===== config.mk =====
export PLATFORM = sky130hd
export DESIGN_NAME = dilv_front
export DESIGN_NICKNAME = d
export VERILOG_FILES = /design/src/rtl/dilv_pkg.sv /design/src/rtl/dilv_front.sv
export SDC_FILE = /design/constraint.sdc
export NUM_CORES = 1
export LEC_CHECK = 0
export CORE_MARGIN = 1.5
export CORE_UTILIZATION = 57
export CTS_CLUSTER_DIAMETER = 30
export CTS_CLUSTER_SIZE = 28
export DETAILED_ROUTE_END_ITERATION = 8
export DONT_BUFFER_PORTS = 1
export GPL_TIMING_DRIVEN = 0
export PLACE_DENSITY = 0.72
export SYNTH_ARGS = -nofsm -noshare
export SYNTH_HDL_FRONTEND = slang
export SYNTH_SLANG_ARGS = --single-unit

===== constraint.sdc =====
create_clock -name clk -period 7.05 [get_ports clk]
set_input_delay 1.41 -clock clk [delete_from_list [all_inputs] [get_ports clk]]
set_output_delay 1.41 -clock clk [all_outputs]
set_load 0.02 [all_outputs]

===== src/rtl/dilv_pkg.sv =====
// shared types and constants of the decimal list validator
`default_nettype none

package dilv_pkg;

	// value table depth and derived widths
	localparam int MAX_ITEMS = 512;
	localparam int CNT_W     = $clog2(MAX_ITEMS + 1);
	localparam int ADDR_W    = $clog2(MAX_ITEMS);
	localparam int COUNT_W   = 10;
	localparam int VALUE_W   = 32;
	localparam int MAG_W     = 35;

	// command queue between front and back
	localparam int Q_DEPTH = 4;
	localparam int Q_AW    = $clog2(Q_DEPTH);

	// character codes
	localparam logic [7:0] CH_ZERO  = 8'h30;
	localparam logic [7:0] CH_NINE  = 8'h39;
	localparam logic [7:0] CH_MINUS = 8'h2D;
	localparam logic [7:0] CH_PLUS  = 8'h2B;

	// 2^31, largest magnitude still tracked
	localparam logic [MAG_W-1:0] MAG_LIMIT = MAG_W'(64'h8000_0000);

	typedef enum logic [1:0] {
		KIND_CHAR      = 2'd0,
		KIND_END_TOKEN = 2'd1,
		KIND_END_LIST  = 2'd2,
		KIND_CLEAR     = 2'd3
	} kind_t;

	typedef enum logic [2:0] {
		STAT_OK        = 3'd0,
		STAT_MALFORMED = 3'd1,
		STAT_RANGE     = 3'd2,
		STAT_DUP       = 3'd3,
		STAT_FULL      = 3'd4,
		STAT_EMPTY     = 3'd5,
		STAT_HALTED    = 3'd6
	} status_t;

	typedef enum logic [1:0] {
		OP_TOKEN = 2'd0,
		OP_LIST  = 2'd1,
		OP_CLEAR = 2'd2
	} op_t;

	typedef struct packed {
		op_t                op;
		status_t            pre;      // status known from the token alone
		logic [VALUE_W-1:0] value;    // signed token value
		logic               started;  // a token was open at end of list
	} q_entry_t;

endpackage

`default_nettype wire


===== src/rtl/dilv_front.sv =====
// front end: character parser and command classifier
`default_nettype none

module dilv_front (
	input  wire logic                clk,
	input  wire logic                arst_n,
	input  wire logic                in_valid,
	output logic                     in_ready,
	input  wire logic [1:0]          kind,
	input  wire logic [7:0]          ch,
	output logic                     q_push,
	output dilv_pkg::q_entry_t       q_entry,
	input  wire logic                q_full
);
	import dilv_pkg::*;

	logic [VALUE_W-1:0] mag_q;
	logic               neg_q;
	logic               first_q;
	logic               bad_q;
	logic               big_q;

	logic               accept;
	logic               is_digit;
	logic               is_sign;
	logic [MAG_W-1:0]   mag_ext;
	logic [MAG_W-1:0]   mag_next;
	logic               over;
	status_t            pre_st;

	assign in_ready = ~q_full;
	assign accept   = in_valid & in_ready;

	always_comb begin
		is_digit = ch inside {[CH_ZERO:CH_NINE]};
		is_sign  = (ch == CH_MINUS) || (ch == CH_PLUS);
	end

	// magnitude * 10 + digit
	assign mag_ext  = MAG_W'(mag_q);
	assign mag_next = (mag_ext << 3) + (mag_ext << 1) + MAG_W'(ch - CH_ZERO);
	assign over     = mag_next > MAG_LIMIT;

	always_comb begin
		if (bad_q) begin
			pre_st = STAT_MALFORMED;
		end else if (big_q || (!neg_q && mag_q[VALUE_W-1])) begin
			pre_st = STAT_RANGE;
		end else begin
			pre_st = STAT_OK;
		end
	end

	always_comb begin
		q_entry.pre     = pre_st;
		q_entry.value   = neg_q ? (VALUE_W'(0) - mag_q) : mag_q;
		q_entry.started = ~first_q;
		case (kind)
			KIND_END_TOKEN: q_entry.op = OP_TOKEN;
			KIND_END_LIST:  q_entry.op = OP_LIST;
			default:        q_entry.op = OP_CLEAR;
		endcase
	end

	assign q_push = accept && (kind != KIND_CHAR);

	always_ff @(posedge clk or negedge arst_n) begin
		if (!arst_n) begin
			mag_q   <= '0;
			neg_q   <= 1'b0;
			first_q <= 1'b1;
			bad_q   <= 1'b0;
			big_q   <= 1'b0;
		end else if (accept) begin
			if (kind == KIND_CHAR) begin
				if (first_q && is_sign) begin
					neg_q <= (ch == CH_MINUS);
				end else if (is_digit) begin
					if (!big_q) begin
						if (over) begin
							big_q <= 1'b1;
						end else begin
							mag_q <= mag_next[VALUE_W-1:0];
						end
					end
				end else begin
					bad_q <= 1'b1;
				end
				first_q <= 1'b0;
			end else begin
				mag_q   <= '0;
				neg_q   <= 1'b0;
				first_q <= 1'b1;
				bad_q   <= 1'b0;
				big_q   <= 1'b0;
			end
		end
	end

endmodule

`default_nettype wire


==> run metrics <==
Die ar.=between 9000 and 10,000 sq um; CP Data Required Time=between 7000 and 8000 ps; hold buffers post-CTS=0; GP Congestion=between 0.9 and 1; #FFs+latches synth=36; Slew Viols, Final=0; initial DRC count=approximately 280; Mapped Area=5100 sq um; Root Buffer=clkbuf_8; CP Launch Type=primary input; die width=slightly below 100 um; post-route clock period utilization=a little under nine tenths; Syn Nets=around 690; Most used DFF post-synth=dfrtp_1; Fillers=approximately 760; CTS Buffer Depth=2; YS warnings=0; outcome=finished clean; fin crit period=~6100 ps; number of global-route vias before repair=around 4,500; CP Max Fanout=14; # clock sinks=36; initial antenna violation count=0; ANT nets after route=0; CP cell instances=ha_1, nor3_4, buf_16, fa_1, ha_1, buf_2, a21o_1, a31oi_1, nor2_1, a311oi_1, o21ai_0, nor4_1, nand4_1, and4b_1, o21ai_4, buf_6, mux2i_1; Final #Nets=between 600 and 700; syn avg cell area=about 8.4 sq um; Fin Setup TNS=0 ps; Setup Buffers After CTS=0; Post-synth ARST share=between 90% and 100%; share of cells above drive strength 1=under 10%; Mapped Cells=606; synth unique cells=between 60 and 70; Core Box Area=8680 sq um; maximum vdd drop=around 0.24 mV; Worst Hold Class=flop to flop; post-DP HPWL=11,100 um; Num CTS Buffers=5; Hold Slack=520 ps; clk_skew=about 6 ps; number of I/O port buffers=0; wire per inst=between 15 and 20 um; ANT cells=0; total grt overflow=0; Post-Route WL=approximately 14,000 um; Starting Density=~60%; most used cell along the critical path=ha_1; Worst-Skew Late Latency=between 200 and 300 ps; RSZ-0062 raised after global routing=no; crit end category=flop; Post-synth EDFFs=0; Rows=34; fmax=approximately 170 MHz; CP max stage delay=slightly below 800 ps; dpl cell area=5280 sq um; Worst path slowest cell=nor3_4; die height=around 98 um; Slew HR=between 30% and 40%; Final Cell Area=5370 sq um; CTS tree=yes; Area growth, synth to finish=5.25%; Power Dens Cells=434 nW/um^2; pre-CTS setup slack=just over 700 ps; Global Route Usage Sum=29.2%; num ports=54; drc violations=0; largest net degree at the start of global routing=37; 1st-pass router iterations=4; Register Area=around 900 sq um; first-pass GRT wire length=~22,000 um; H-tree levels=2; final worst slack=slightly below 1000 ps; Tot Pwr=0.00233 W; Reg clk slew, reported paths=~80 ps; actual slew at the worst max-slew pin=1010 ps; sequential area share after synthesis=roughly 18%; Post-CTS Resized=0; Final Hold Viols=0; total number of vias=4,533; Arr. time, crit path=6270 ps; DR vias/cell=roughly 6.3; area occupied by multi-input gates=roughly 4000 sq um; Final setup viols=0; P_leak=2.50 nW; max-cap violations=0; Reg2Reg Setup Slack=2760 ps; WS Path Type=primary input to flop
-- routing by layer --
metal  routed length [um]  GRT usage, %  up-vias
li1                     -             -     2161
met1                 6320          41.1     2204
met2                 6270          47.6      143
met3                  660          3.02       25
met4                  328          8.46        0
met5                    0             0        -
-- registers in the layout, indices dropped and copies added, names as in the netlist --
| signal | flops |
|---|---|
| bad_q | 1 |
| mag_q | 32 |
| first_q | 1 |
| neg_q | 1 |
| big_q | 1 |
-- final cells by class --
type / instances / share of cell area (%)
buffer: 25 / 2.52
sequential: 36 / 16.8
inverter: 48 / 3.35
multi-input combinational: 497 / 72.6
clock inverter: 1 / 0.140
timing repair buffer: 1 / 0.512
clock buffer: 7 / 1.61
tap: 108 / 2.52
-- cell usage after synthesis (13+ instances only) --
library cell / number / area (sq um)
nand2_1: 68 / 255
fa_1: 31 / 621
xor2_1: 15 / 131
nor2_1: 37 / 139
ha_1: 40 / 500
dfrtp_1: 35 / 876
a21oi_1: 39 / 195
mux2i_1: 30 / 300
a21o_1: 13 / 97.6
nand4_1: 13 / 81.3
inv_1: 47 / 176
xnor2_1: 47 / 412
o21ai_0: 31 / 155
-- critical path, delay by kind of cell --
kind | cells | cell delay, ps
buffers and inverters | 3 | 580
multiplexers | 1 | 180
AO/OA/AOI/OAI | 5 | 1270
adder cells (fa/ha/maj) | 3 | 980
AND/OR/NAND/NOR | 5 | 1810
-- cells in the final DEF (no fill, tap or decap), types with 5 or more instances in the layout --
cell type  synthesis  final
a21o_1            13     13
a21oi_1           39     39
clkbuf_1          12     13
nor3_1            12     11
nand2b_1           7      7
a211oi_1           7      7
o21ai_0           31     31
nand2_1           68     68
clkbuf_8           0      6
ha_1              40     40
nand4_1           13     13
nand3_1            5      5
nor2_1            37     37
dfrtp_1           35     35
xor2_1            15     15
or4_1              6      6
or3_1              6      6
xnor2_1           47     47
mux2i_1           30     30
inv_1             47     47
buf_2              6      6
fa_1              31     31
o31ai_1           12     12
and3_1             7      7
-- where the power goes --
part	leakage, nW	internal, W	switching, W
logic	1.97	0.000633	0.00109
clock network	0.0445	0.0000795	0.0000782
registers	0.484	0.000274	0.000180
-- worst paths after layout --
| path | start | end | cells past startpoint |
|---|---|---|---|
| setup / recovery | ch[4] | mag_q[7] | 17 |
| hold / removal | first_q | first_q | 1 |
| setup reg to reg | mag_q[18] | mag_q[7] | 14 |
| hold reg to reg | first_q | first_q | 1 |
| max in group asynchronous | arst_n | first_q | 0 |
| min in group asynchronous | arst_n | mag_q[2] | 0 |
-- cell families after synthesis --
kind of cell | synth area share (%)
buf+inv | 6.18
simple gates | 17.5
mux | 6.33
fa+ha+maj | 22.0
flops | 17.7
xor+xnor | 10.6
other cells | 0.0735
compound gates | 19.7
-- stage by stage --
step                      util, %  cells
after global routing         61.9    723
final                        61.9    723
after detailed placement     60.8    715
after global placement       60.4    714
after CTS                    61.9    723
after floorplan                 -    606
Note: power is estimated with default switching activity, not from simulation.
