File: src/rtl/dilv_pkg.sv
// shared types and constants of the decimal list validator
`default_nettype none

package dilv_pkg;

	// value table depth and derived widths
	localparam int MAX_ITEMS = 512;
	localparam int CNT_W     = $clog2(MAX_ITEMS + 1);
	localparam int ADDR_W    = $clog2(MAX_ITEMS);
	localparam int COUNT_W   = 10;
	localparam int VALUE_W   = 32;
	localparam int MAG_W     = 35;

	// command queue between front and back
	localparam int Q_DEPTH = 4;
	localparam int Q_AW    = $clog2(Q_DEPTH);

	// character codes
	localparam logic [7:0] CH_ZERO  = 8'h30;
	localparam logic [7:0] CH_NINE  = 8'h39;
	localparam logic [7:0] CH_MINUS = 8'h2D;
	localparam logic [7:0] CH_PLUS  = 8'h2B;

	// 2^31, largest magnitude still tracked
	localparam logic [MAG_W-1:0] MAG_LIMIT = MAG_W'(64'h8000_0000);

	typedef enum logic [1:0] {
		KIND_CHAR      = 2'd0,
		KIND_END_TOKEN = 2'd1,
		KIND_END_LIST  = 2'd2,
		KIND_CLEAR     = 2'd3
	} kind_t;

	typedef enum logic [2:0] {
		STAT_OK        = 3'd0,
		STAT_MALFORMED = 3'd1,
		STAT_RANGE     = 3'd2,
		STAT_DUP       = 3'd3,
		STAT_FULL      = 3'd4,
		STAT_EMPTY     = 3'd5,
		STAT_HALTED    = 3'd6
	} status_t;

	typedef enum logic [1:0] {
		OP_TOKEN = 2'd0,
		OP_LIST  = 2'd1,
		OP_CLEAR = 2'd2
	} op_t;

	typedef struct packed {
		op_t                op;
		status_t            pre;      // status known from the token alone
		logic [VALUE_W-1:0] value;    // signed token value
		logic               started;  // a token was open at end of list
	} q_entry_t;

endpackage

`default_nettype wire

File: src/rtl/dilv_queue.sv
// small command fifo between front and back
`default_nettype none

module dilv_queue (
	input  wire logic                clk,
	input  wire logic                arst_n,
	input  wire logic                push,
	input  wire dilv_pkg::q_entry_t  push_entry,
	output logic                     full,
	input  wire logic                pop,
	output logic                     pop_valid,
	output dilv_pkg::q_entry_t       pop_entry
);
	import dilv_pkg::*;

	q_entry_t          slot_q [Q_DEPTH];
	logic [Q_AW-1:0]   wr_ptr_q;
	logic [Q_AW-1:0]   rd_ptr_q;
	logic [Q_AW:0]     fill_q;
	logic              do_push;
	logic              do_pop;

	assign full      = (fill_q == (Q_AW+1)'(Q_DEPTH));
	assign pop_valid = (fill_q != '0);
	assign pop_entry = slot_q[rd_ptr_q];
	assign do_push   = push & ~full;
	assign do_pop    = pop & pop_valid;

	always_ff @(posedge clk) begin
		if (do_push) begin
			slot_q[wr_ptr_q] <= push_entry;
		end
	end

	always_ff @(posedge clk or negedge arst_n) begin
		if (!arst_n) begin
			wr_ptr_q <= '0;
			rd_ptr_q <= '0;
			fill_q   <= '0;
		end else begin
			if (do_push) begin
				wr_ptr_q <= wr_ptr_q + Q_AW'(1);
			end
			if (do_pop) begin
				rd_ptr_q <= rd_ptr_q + Q_AW'(1);
			end
			case ({do_push, do_pop})
				2'b10:   fill_q <= fill_q + (Q_AW+1)'(1);
				2'b01:   fill_q <= fill_q - (Q_AW+1)'(1);
				default: fill_q <= fill_q;
			endcase
		end
	end

`ifndef ASSERT_OFF
	a_fill_bound: assert property (@(posedge clk) disable iff (!arst_n)
		fill_q <= (Q_AW+1)'(Q_DEPTH))
		else $error("queue fill beyond depth");
`endif

endmodule

`default_nettype wire

File: config.mk
export PLATFORM = sky130hd
export DESIGN_NAME = dilv_queue
export DESIGN_NICKNAME = d
export VERILOG_FILES = /design/src/rtl/dilv_pkg.sv /design/src/rtl/dilv_queue.sv
export SDC_FILE = /design/constraint.sdc
export NUM_CORES = 1
export LEC_CHECK = 0
export BUFFER_PORTS_ARGS = -buffer_cell sky130_fd_sc_hd__buf_2
export CORE_MARGIN = 5
export CORE_UTILIZATION = 35
export DETAILED_ROUTE_END_ITERATION = 8
export GPL_TIMING_DRIVEN = 0
export SYNTH_ARGS = -nofsm -noshare
export SYNTH_HDL_FRONTEND = slang
export SYNTH_SLANG_ARGS = --single-unit
File: constraint.sdc
create_clock -name clk -period 6.3 [get_ports clk]
set_input_delay 1.26 -clock clk [delete_from_list [all_inputs] [get_ports clk]]
set_output_delay 1.26 -clock clk [all_outputs]
set_load 0.01 [all_outputs]
==> results of run 1 <==
[worst paths after layout]
check	from	to	slack [ns]	cells after the start
worst max-delay path	rd_ptr_q[1]$_DFFE_PN0P_	pop_entry[22]	3.22	4
max in group asynchronous	arst_n	rd_ptr_q[0]$_DFFE_PN0P_	5.47	1
worst max register to register	fill_q[2]$_DFFE_PN0P_	slot_q[2][10]$_DFFE_PP_	4.27	4
worst min register to register	fill_q[2]$_DFFE_PN0P_	fill_q[2]$_DFFE_PN0P_	0.51	1
worst min-delay path	fill_q[2]$_DFFE_PN0P_	fill_q[2]$_DFFE_PN0P_	0.51	1
min in group asynchronous	arst_n	fill_q[0]$_DFFE_PN0P_	0.67	1
[stage by stage]
| step | area [µm²] | worst slack (ns) | hold slack (ns) | total power (µW) |
|---|---|---|---|---|
| finish | 7305 | 3.215 | 0.5146 | 3522 |
| global route | 7305 | 3.083 | 0.5452 | 3723 |
| CTS | 7305 | 3.152 | 0.5196 | 3596 |
| detailed placement | 6723 | 3.446 | 0.5042 | 2582 |
| global placement | 6638 | 2.485 | 0.4864 | 2539 |
| floorplan | 5957 | 3.446 | 0.4673 | 2176 |
[layout by cell type, fill, tap and decap left out, drive strengths merged, types with 3 or more instances in the layout]
cell type,instances
xor2,3
clkinvlp,4
and2,4
buf,94
ha,5
inv,6
xnor2,3
mux4,38
clkbuf,21
bufinv,3
dfrtp,7
edfxtp,152
clkinv,4
[state kept, by name, indices dropped and copies added, names as in the netlist]
name      count
slot_q      152
wr_ptr_q      2
rd_ptr_q      2
fill_q        3
[worst max-delay path, cell delays in order (launching register included)]
cell and delay, ns:
sky130_fd_sc_hd__dfrtp_1 0.36, sky130_fd_sc_hd__buf_2 0.28, sky130_fd_sc_hd__buf_4 0.27, sky130_fd_sc_hd__mux4_2 0.33, sky130_fd_sc_hd__buf_2 0.16
[routing by layer]
layer	vias to the layer above	wire (µm)
met3	16	519
met2	63	5342
li1	1202	-
met5	-	13
met4	2	197
met1	1393	4543
[where the power goes]
group	leakage (µW)	internal [µW]	switching (µW)
sequential	0.00147	1400	54.3
clock	0.000268	620	384
combinational	0.000788	516	546
total	0.00253	2540	985
[kinds of logic (layout without fill, tap and decap cells)]
| kind of cell | after synthesis | in the layout |
|---|---|---|
| and+or+nand+nor | 9 | 9 |
| AOI/OAI and AO/OA | 1 | 1 |
| DFF | 159 | 159 |
| buffers and inverters | 15 | 132 |
| xor gates and xnor gates | 6 | 6 |
| muxes | 40 | 40 |
| adders and majority gates | 6 | 6 |
[final cells by class]
type,count,share of cell area [%]
flip-flops and latches,159,64.89
multi-input cells,62,14.87
well taps,220,3.768
inverters,6,0.3083
clock buffers,21,6.029
plain buffers,9,1.559
repair buffers,85,6.646
clock inverters,11,1.936
==> summary.txt, run 1 <==
Routing
  • Total via count after detailed routing: 2676
  • Final routed DRC violation total: 0
  • WL final: 10620 µm
  • Routed wire per std cell: 18.53 µm
  • Iteration-0 DRC count of the detailed router: 126
  • Detail Route Antenna Nets: 0
  • 1st-pass router iterations: 4
  • Via density per instance: 4.670

Finish
  • Post-synthesis to final-layout area growth: 22.62%
  • Core utilization of the finished layout: 43.89%
  • Layout Nets: 388
  • # diodes: 0
  • Share of layout cells above drive strength 1: 46.74%
  • Filler Cell Count: 1447
  • Number of standard cells in the layout, taps in and fillers out: 573
  • FF/Latch Area: 0.004740 mm²
  • Multi-input logic area: 0.001086 mm²

Clocking
  • Clock buffer count from CTS: 17
  • Reg clk slew, reported paths: 0.06 ns
  • Buffers inserted during post-CTS setup optimization: 0
  • Clock Sinks: 159
  • Root buffer cell: sky130_fd_sc_hd__clkbuf_16
  • # resized after CTS: 0
  • CTS tree: built
  • Maximum buffer depth of the clock tree: 2
  • Number of hold-repair buffers added at the cts stage: 0
  • Insertion delay to the later sink of the worst-skew pair: 0.42 ns
  • H-tree Lvls: 4

STA
  • Setup tns final: 0 ns
  • Worst Tran Pin Value: 0.5840 ns
  • Maximum operating frequency: 324.2 MHz
  • Headroom to the max-slew limit: 61.06%
  • Hold Vio Cnt, Final: 0
  • Max Clock Skew: 0.009560 ns
  • Final clock period utilization by the worst path: 48.96%
  • Final critical delay including setup and external delays: 3.085 ns
  • Final Max Tran Viols: 0
  • Count of final setup violators: 0
  • RSZ-0062 raised after global routing: no

Synthesis
  • Syn Area/Cell: 25.24 µm²
  • Synth Area in XOR/XNOR: 0.8822%
  • Ranking of synthesized cells by instance count: sky130_fd_sc_hd__edfxtp_1 (152), sky130_fd_sc_hd__mux4_2 (38), sky130_fd_sc_hd__dfrtp_1 (7)
  • Area fraction of the dominant cell type after synthesis: 76.62%
  • Count of synthesis-stage warnings from yosys: 0
  • Distinct cell type count of the synthesized netlist: 21
  • Area fraction in compound gates after synthesis: 0.1470%
  • Synth Area in Simple Gates: 1.008%
  • Most frequently used cell type in the post-synthesis netlist: sky130_fd_sc_hd__edfxtp_1
  • Area leader, netlist: sky130_fd_sc_hd__edfxtp_1
  • Synthesized instance count: 236
  • Predominant post-synthesis flop cell: sky130_fd_sc_hd__edfxtp_1
  • Proportion of synthesized flip-flops having asynchronous set or reset: 4.403%
  • Main combinational cell family by area after synthesis: multiplexers
  • Synthesized Nets: 284
  • Count of flip-flops with a built-in enable after synthesis: 152
  • Register bit count reported by yosys: 159
  • Adder and majority gate portion of the synthesized area: 1.386%
  • Leading cell types by total area after synthesis: sky130_fd_sc_hd__edfxtp_1 (77%), sky130_fd_sc_hd__mux4_2 (14%), sky130_fd_sc_hd__dfrtp_1 (2.9%)
  • Mux share of post-synthesis cell area: 14.72%
  • Mapped Area: 0.005957 mm²
  • Sequential-to-total area share from yosys stat: 79.56%

Placed design
  • GP Congestion: 0.6856
  • Total placed cells including tap cells: 541
  • Post-detailed-placement half-perimeter wirelength: 6580 µm
  • Quantity of I/O buffers inserted on ports: 81

Floorplan
  • Floorplan Core Area: 0.01664 mm²
  • Initial cell density of the core: 35.79%
  • # IOs: 82
  • Area of the die: 0.01973 mm²
  • Die outline height: 140.5 µm
  • DIE WIDTH: 140.5 µm
  • Placement row count: 47

GRT
  • Pin count of the biggest net entering global routing: 25
  • Global-route met3 utilization: 4.192%
  • Vias in the first global route: 3021
  • Global Route met1 Usage: 14.44%
  • Initial antenna violation count: 1
  • Layer with the highest usage: met2
  • Global routing usage summed across all routing layers: 11.69%
  • Wire length of the first global-routing pass: 17060 µm
  • Routing usage on met2: 18.72%
  • Overall overflow remaining after global route: 0

Pwr
  • Largest vdd supply drop: 0.2244 mV
  • Leak Pwr: 0.002530 µW
  • Pwr/cell area: 482.2 mW/mm²

Worst hold path
  • Classification of the worst-slack hold path: reg2reg

Critical path
  • Crit path DAT: 1.82 ns
  • Path type of the worst setup path: reg2out
  • Critical Path Sink Type: primary output
  • Req. time, crit path: 5.04 ns
  • Critical path fanouts, max: 10
  • Critical path startpoint category: flop

Outcome
  • Outcome: finished, final reports clean

Run
  • Number of maximum-capacitance constraint violations: 0
Note: power is estimated with default switching activity, not from simulation.
==> run 2, diff against run 1 <==
--- a/config.mk
+++ b/config.mk
@@ -5,6 +5,7 @@
 export SDC_FILE = /design/constraint.sdc
 export NUM_CORES = 1
 export LEC_CHECK = 0
+export ABC_AREA = 1
 export BUFFER_PORTS_ARGS = -buffer_cell sky130_fd_sc_hd__buf_2
 export CORE_MARGIN = 5
 export CORE_UTILIZATION = 35
==> constraint.sdc (replaced) <==
create_clock -name clk -period 2.7 [get_ports clk]
set_input_delay 0.54 -clock clk [delete_from_list [all_inputs] [get_ports clk]]
set_output_delay 0.54 -clock clk [all_outputs]
set_load 0.01 [all_outputs]
==> run 2 against run 1 <==
Compared with the run above:
- clock power increased by 120%
- worst hold slack got worse by 0.18 ns
- wire length rose by 43%
- synthesized cell count is 110% higher
- total power rose to 2.6 times the previous value
- global-route usage up 2.6 points
- first-iteration DRC count rose by 120%
==> summary.txt, run 2 <==
Outcome
  • Outcome: finished, final reports clean

Routing
  • Detail Route Antenna Nets: 0
  • Final routed DRC violation total: 0
  • Via density per instance: 4.568
  • WL final: 15230 µm
  • Routed wire per std cell: 17.13 µm
  • Iteration-0 DRC count of the detailed router: 280
  • 1st-pass router iterations: 6
  • Total via count after detailed routing: 4061

Worst hold path
  • Worst hold start: push_entry[31]
  • Classification of the worst-slack hold path: in2reg
  • Endpoint with the worst hold slack: slot_q[0][31]$_DFFE_PP_
  • Hold path depth: 1

Critical path
  • Crit path DAT: 2.42 ns
  • End of the worst register-to-register path: slot_q[1][10]$_DFFE_PP_
  • Flop-to-flop setup slack: 0.40 ns
  • Reg-to-Reg Start: fill_q[0]$_DFFE_PN0P_
  • Launch point of the worst path: fill_q[0]$_DFFE_PN0P_
  • Depth of the worst register-to-register path: 5
  • Critical path fanouts, max: 25
  • Critical path startpoint category: flop
  • Path type of the worst setup path: reg2reg
  • Req. time, crit path: 2.82 ns
  • Critical Path Sink Type: flop

STA
  • Final Max Tran Viols: 0
  • Headroom to the max-slew limit: 35.06%
  • Count of final setup violators: 0
  • RSZ-0062 raised after global routing: no
  • Maximum operating frequency: 434.9 MHz
  • Final critical delay including setup and external delays: 2.299 ns
  • Final clock period utilization by the worst path: 85.16%
  • Final WS setup: 0.4008 ns
  • Worst Tran Pin Value: 0.9718 ns
  • Final hold slack: 0.3379 ns
  • Hold Vio Cnt, Final: 0
  • Max Clock Skew: 0.005584 ns

Synthesis
  • Distinct cell type count of the synthesized netlist: 16
  • Most frequently used cell type in the post-synthesis netlist: sky130_fd_sc_hd__edfxtp_1
  • Sequential-to-total area share from yosys stat: 69.90%
  • Synthesized Nets: 552
  • Leading cell types by total area after synthesis: sky130_fd_sc_hd__edfxtp_1 (67%), sky130_fd_sc_hd__o211ai_2 (11%), sky130_fd_sc_hd__nand2_1 (7.3%)
  • Area fraction of the dominant cell type after synthesis: 67.32%
  • Predominant post-synthesis flop cell: sky130_fd_sc_hd__edfxtp_1
  • Register bit count reported by yosys: 159
  • Synthesized instance count: 504
  • Ranking of synthesized cells by instance count: sky130_fd_sc_hd__edfxtp_1 (152), sky130_fd_sc_hd__nand2_1 (132), sky130_fd_sc_hd__inv_1 (79)
  • Proportion of synthesized flip-flops having asynchronous set or reset: 4.403%
  • Count of synthesis-stage warnings from yosys: 0
  • Syn Area/Cell: 13.45 µm²
  • Mapped Area: 0.006780 mm²
  • Area leader, netlist: sky130_fd_sc_hd__edfxtp_1
  • Count of flip-flops with a built-in enable after synthesis: 152

Finish
  • Most common cell after layout, fill and taps aside: sky130_fd_sc_hd__edfxtp_1
  • Share of layout cells above drive strength 1: 34.24%
  • Filler Cell Count: 1796
  • Flip-flop count of the largest register, all copies and words added: 152
  • Highest-count cells in the layout ignoring fill and taps: sky130_fd_sc_hd__edfxtp_1 (152), sky130_fd_sc_hd__nand2_1 (132), sky130_fd_sc_hd__buf_2 (97), sky130_fd_sc_hd__inv_1 (79), sky130_fd_sc_hd__o211ai_2 (59)
  • Biggest regs: slot_q x152, fill_q x3
  • FF/Latch Area: 0.004740 mm²
  • Multi-input logic area: 0.001544 mm²
  • Layout Nets: 657
  • Post-synthesis to final-layout area growth: 21.02%
  • Biggest register: slot_q

GRT
  • Overall overflow remaining after global route: 0
  • Global routing usage summed across all routing layers: 14.25%
  • Pin count of the biggest net entering global routing: 27
  • Wire length of the first global-routing pass: 23460 µm
  • Initial antenna violation count: 4
  • Vias in the first global route: 4283

Clocking
  • CTS tree: built
  • Maximum buffer depth of the clock tree: 2
  • # resized after CTS: 0
  • Root buffer cell: sky130_fd_sc_hd__clkbuf_16
  • Clock Sinks: 159
  • Reg clk slew, reported paths: 0.06 ns
  • H-tree Lvls: 4
  • Clock buffer count from CTS: 17
  • Insertion delay to the later sink of the worst-skew pair: 0.41 ns

Floorplan
  • Floorplan Core Area: 0.01927 mm²
  • Placement row count: 51
  • DIE WIDTH: 149.2 µm
  • Die outline height: 149.2 µm
  • Area of the die: 0.02226 mm²
  • # IOs: 82
  • Initial cell density of the core: 35.18%

Placed design
  • Pre-CTS setup slack: 0.3260 ns
  • Post-detailed-placement half-perimeter wirelength: 9933 µm
  • Quantity of I/O buffers inserted on ports: 81
  • GP Congestion: 0.7000

Run
  • Number of maximum-capacitance constraint violations: 0

Pwr
  • Pwr/cell area: 1113 mW/mm²
  • Leak Pwr: 0.003402 µW
  • Largest vdd supply drop: 0.6703 mV
## run 2: cell count changes after synthesis, sizes merged, moves of 2 or more
cell | previous run | this run
inv | 6 | 92
and2 | 4 | 0
o211ai | 0 | 76
xor2 | 3 | 0
buf | 9 | 25
xnor2 | 3 | 1
nor2 | 1 | 4
nand3 | 0 | 7
mux4 | 38 | 0
nand2 | 1 | 132
## run 2: metrics by stage
stage	std cells	total power, µW	TNS (ns)	area [µm²]	utilization (%)
3_5_place_dp	854	7085	0	7642	39.66
3_3_place_gp	850	6906	-247.30	7517	39.01
2_1_floorplan	504	5678	-8.092	6780	-
6_report	889	9134	0	8205	42.58
5_1_grt	888	9731	0	8203	42.57
4_1_cts	887	9284	0	8200	42.55
## run 2: final cells by class
class	instances	share of cell area (%)
sequential	159	57.76
multi-input combinational	228	18.82
timing repair buffer	86	6.221
clock buffer	24	5.871
inverter	92	4.209
tap	265	4.041
buffer	25	2.211
clock inverter	8	0.8082
antenna	2	0.06099
## run 2: worst max-delay path by stage
stage | cells after the start | to | slack, ns
2_1_floorplan | 4 | slot_q[0][0]$_DFFE_PP_ | -0.05
3_3_place_gp | 3 | slot_q[0][11]$_DFFE_PP_ | -1.65
3_5_place_dp | 4 | slot_q[1][10]$_DFFE_PP_ | 0.33
4_1_cts | 5 | slot_q[1][10]$_DFFE_PP_ | 0.32
5_1_grt | 5 | slot_q[1][5]$_DFFE_PP_ | 0.21
6_report | 5 | slot_q[1][10]$_DFFE_PP_ | 0.40
## run 2: cells by family after synthesis
group | Yosys count | share of synthesized area (%)
adders and majority gates | 6 | 1.218
DFF | 159 | 69.90
buffers and inverters | 117 | 7.769
AOI/OAI and AO/OA | 77 | 12.84
xor gates and xnor gates | 1 | 0.1292
and+or+nand+nor | 144 | 8.138
## run 2: repair_timing
action,4_1_cts,5_1_grt
hold buffers,1,0
setup buffers,0,0
hold endpoints to repair,7,0
## run 2: worst max-delay path, stage by stage (launching register included)
cell                      delay [ns]
sky130_fd_sc_hd__dfrtp_1        0.39
sky130_fd_sc_hd__inv_2          0.07
sky130_fd_sc_hd__nand3_1        0.15
sky130_fd_sc_hd__nand2_1        0.30
sky130_fd_sc_hd__nor2_4         0.84
sky130_fd_sc_hd__buf_16         0.24
## run 2: routing by layer
metal	global-route usage, %	routed length, µm	vias to the layer above
li1	-	-	1949
met1	17.33	6410	2000
met2	24.58	7787	87
met3	4.132	823	19
met4	4.394	181	6
met5	0	22	-
## run 2: power breakdown
part	switching, µW	leakage, µW	internal [µW]
clock	873	0.000271	1330
combinational	2280	0.00165	1240
sequential	158	0.00148	3260
total	3310	0.00340	5820
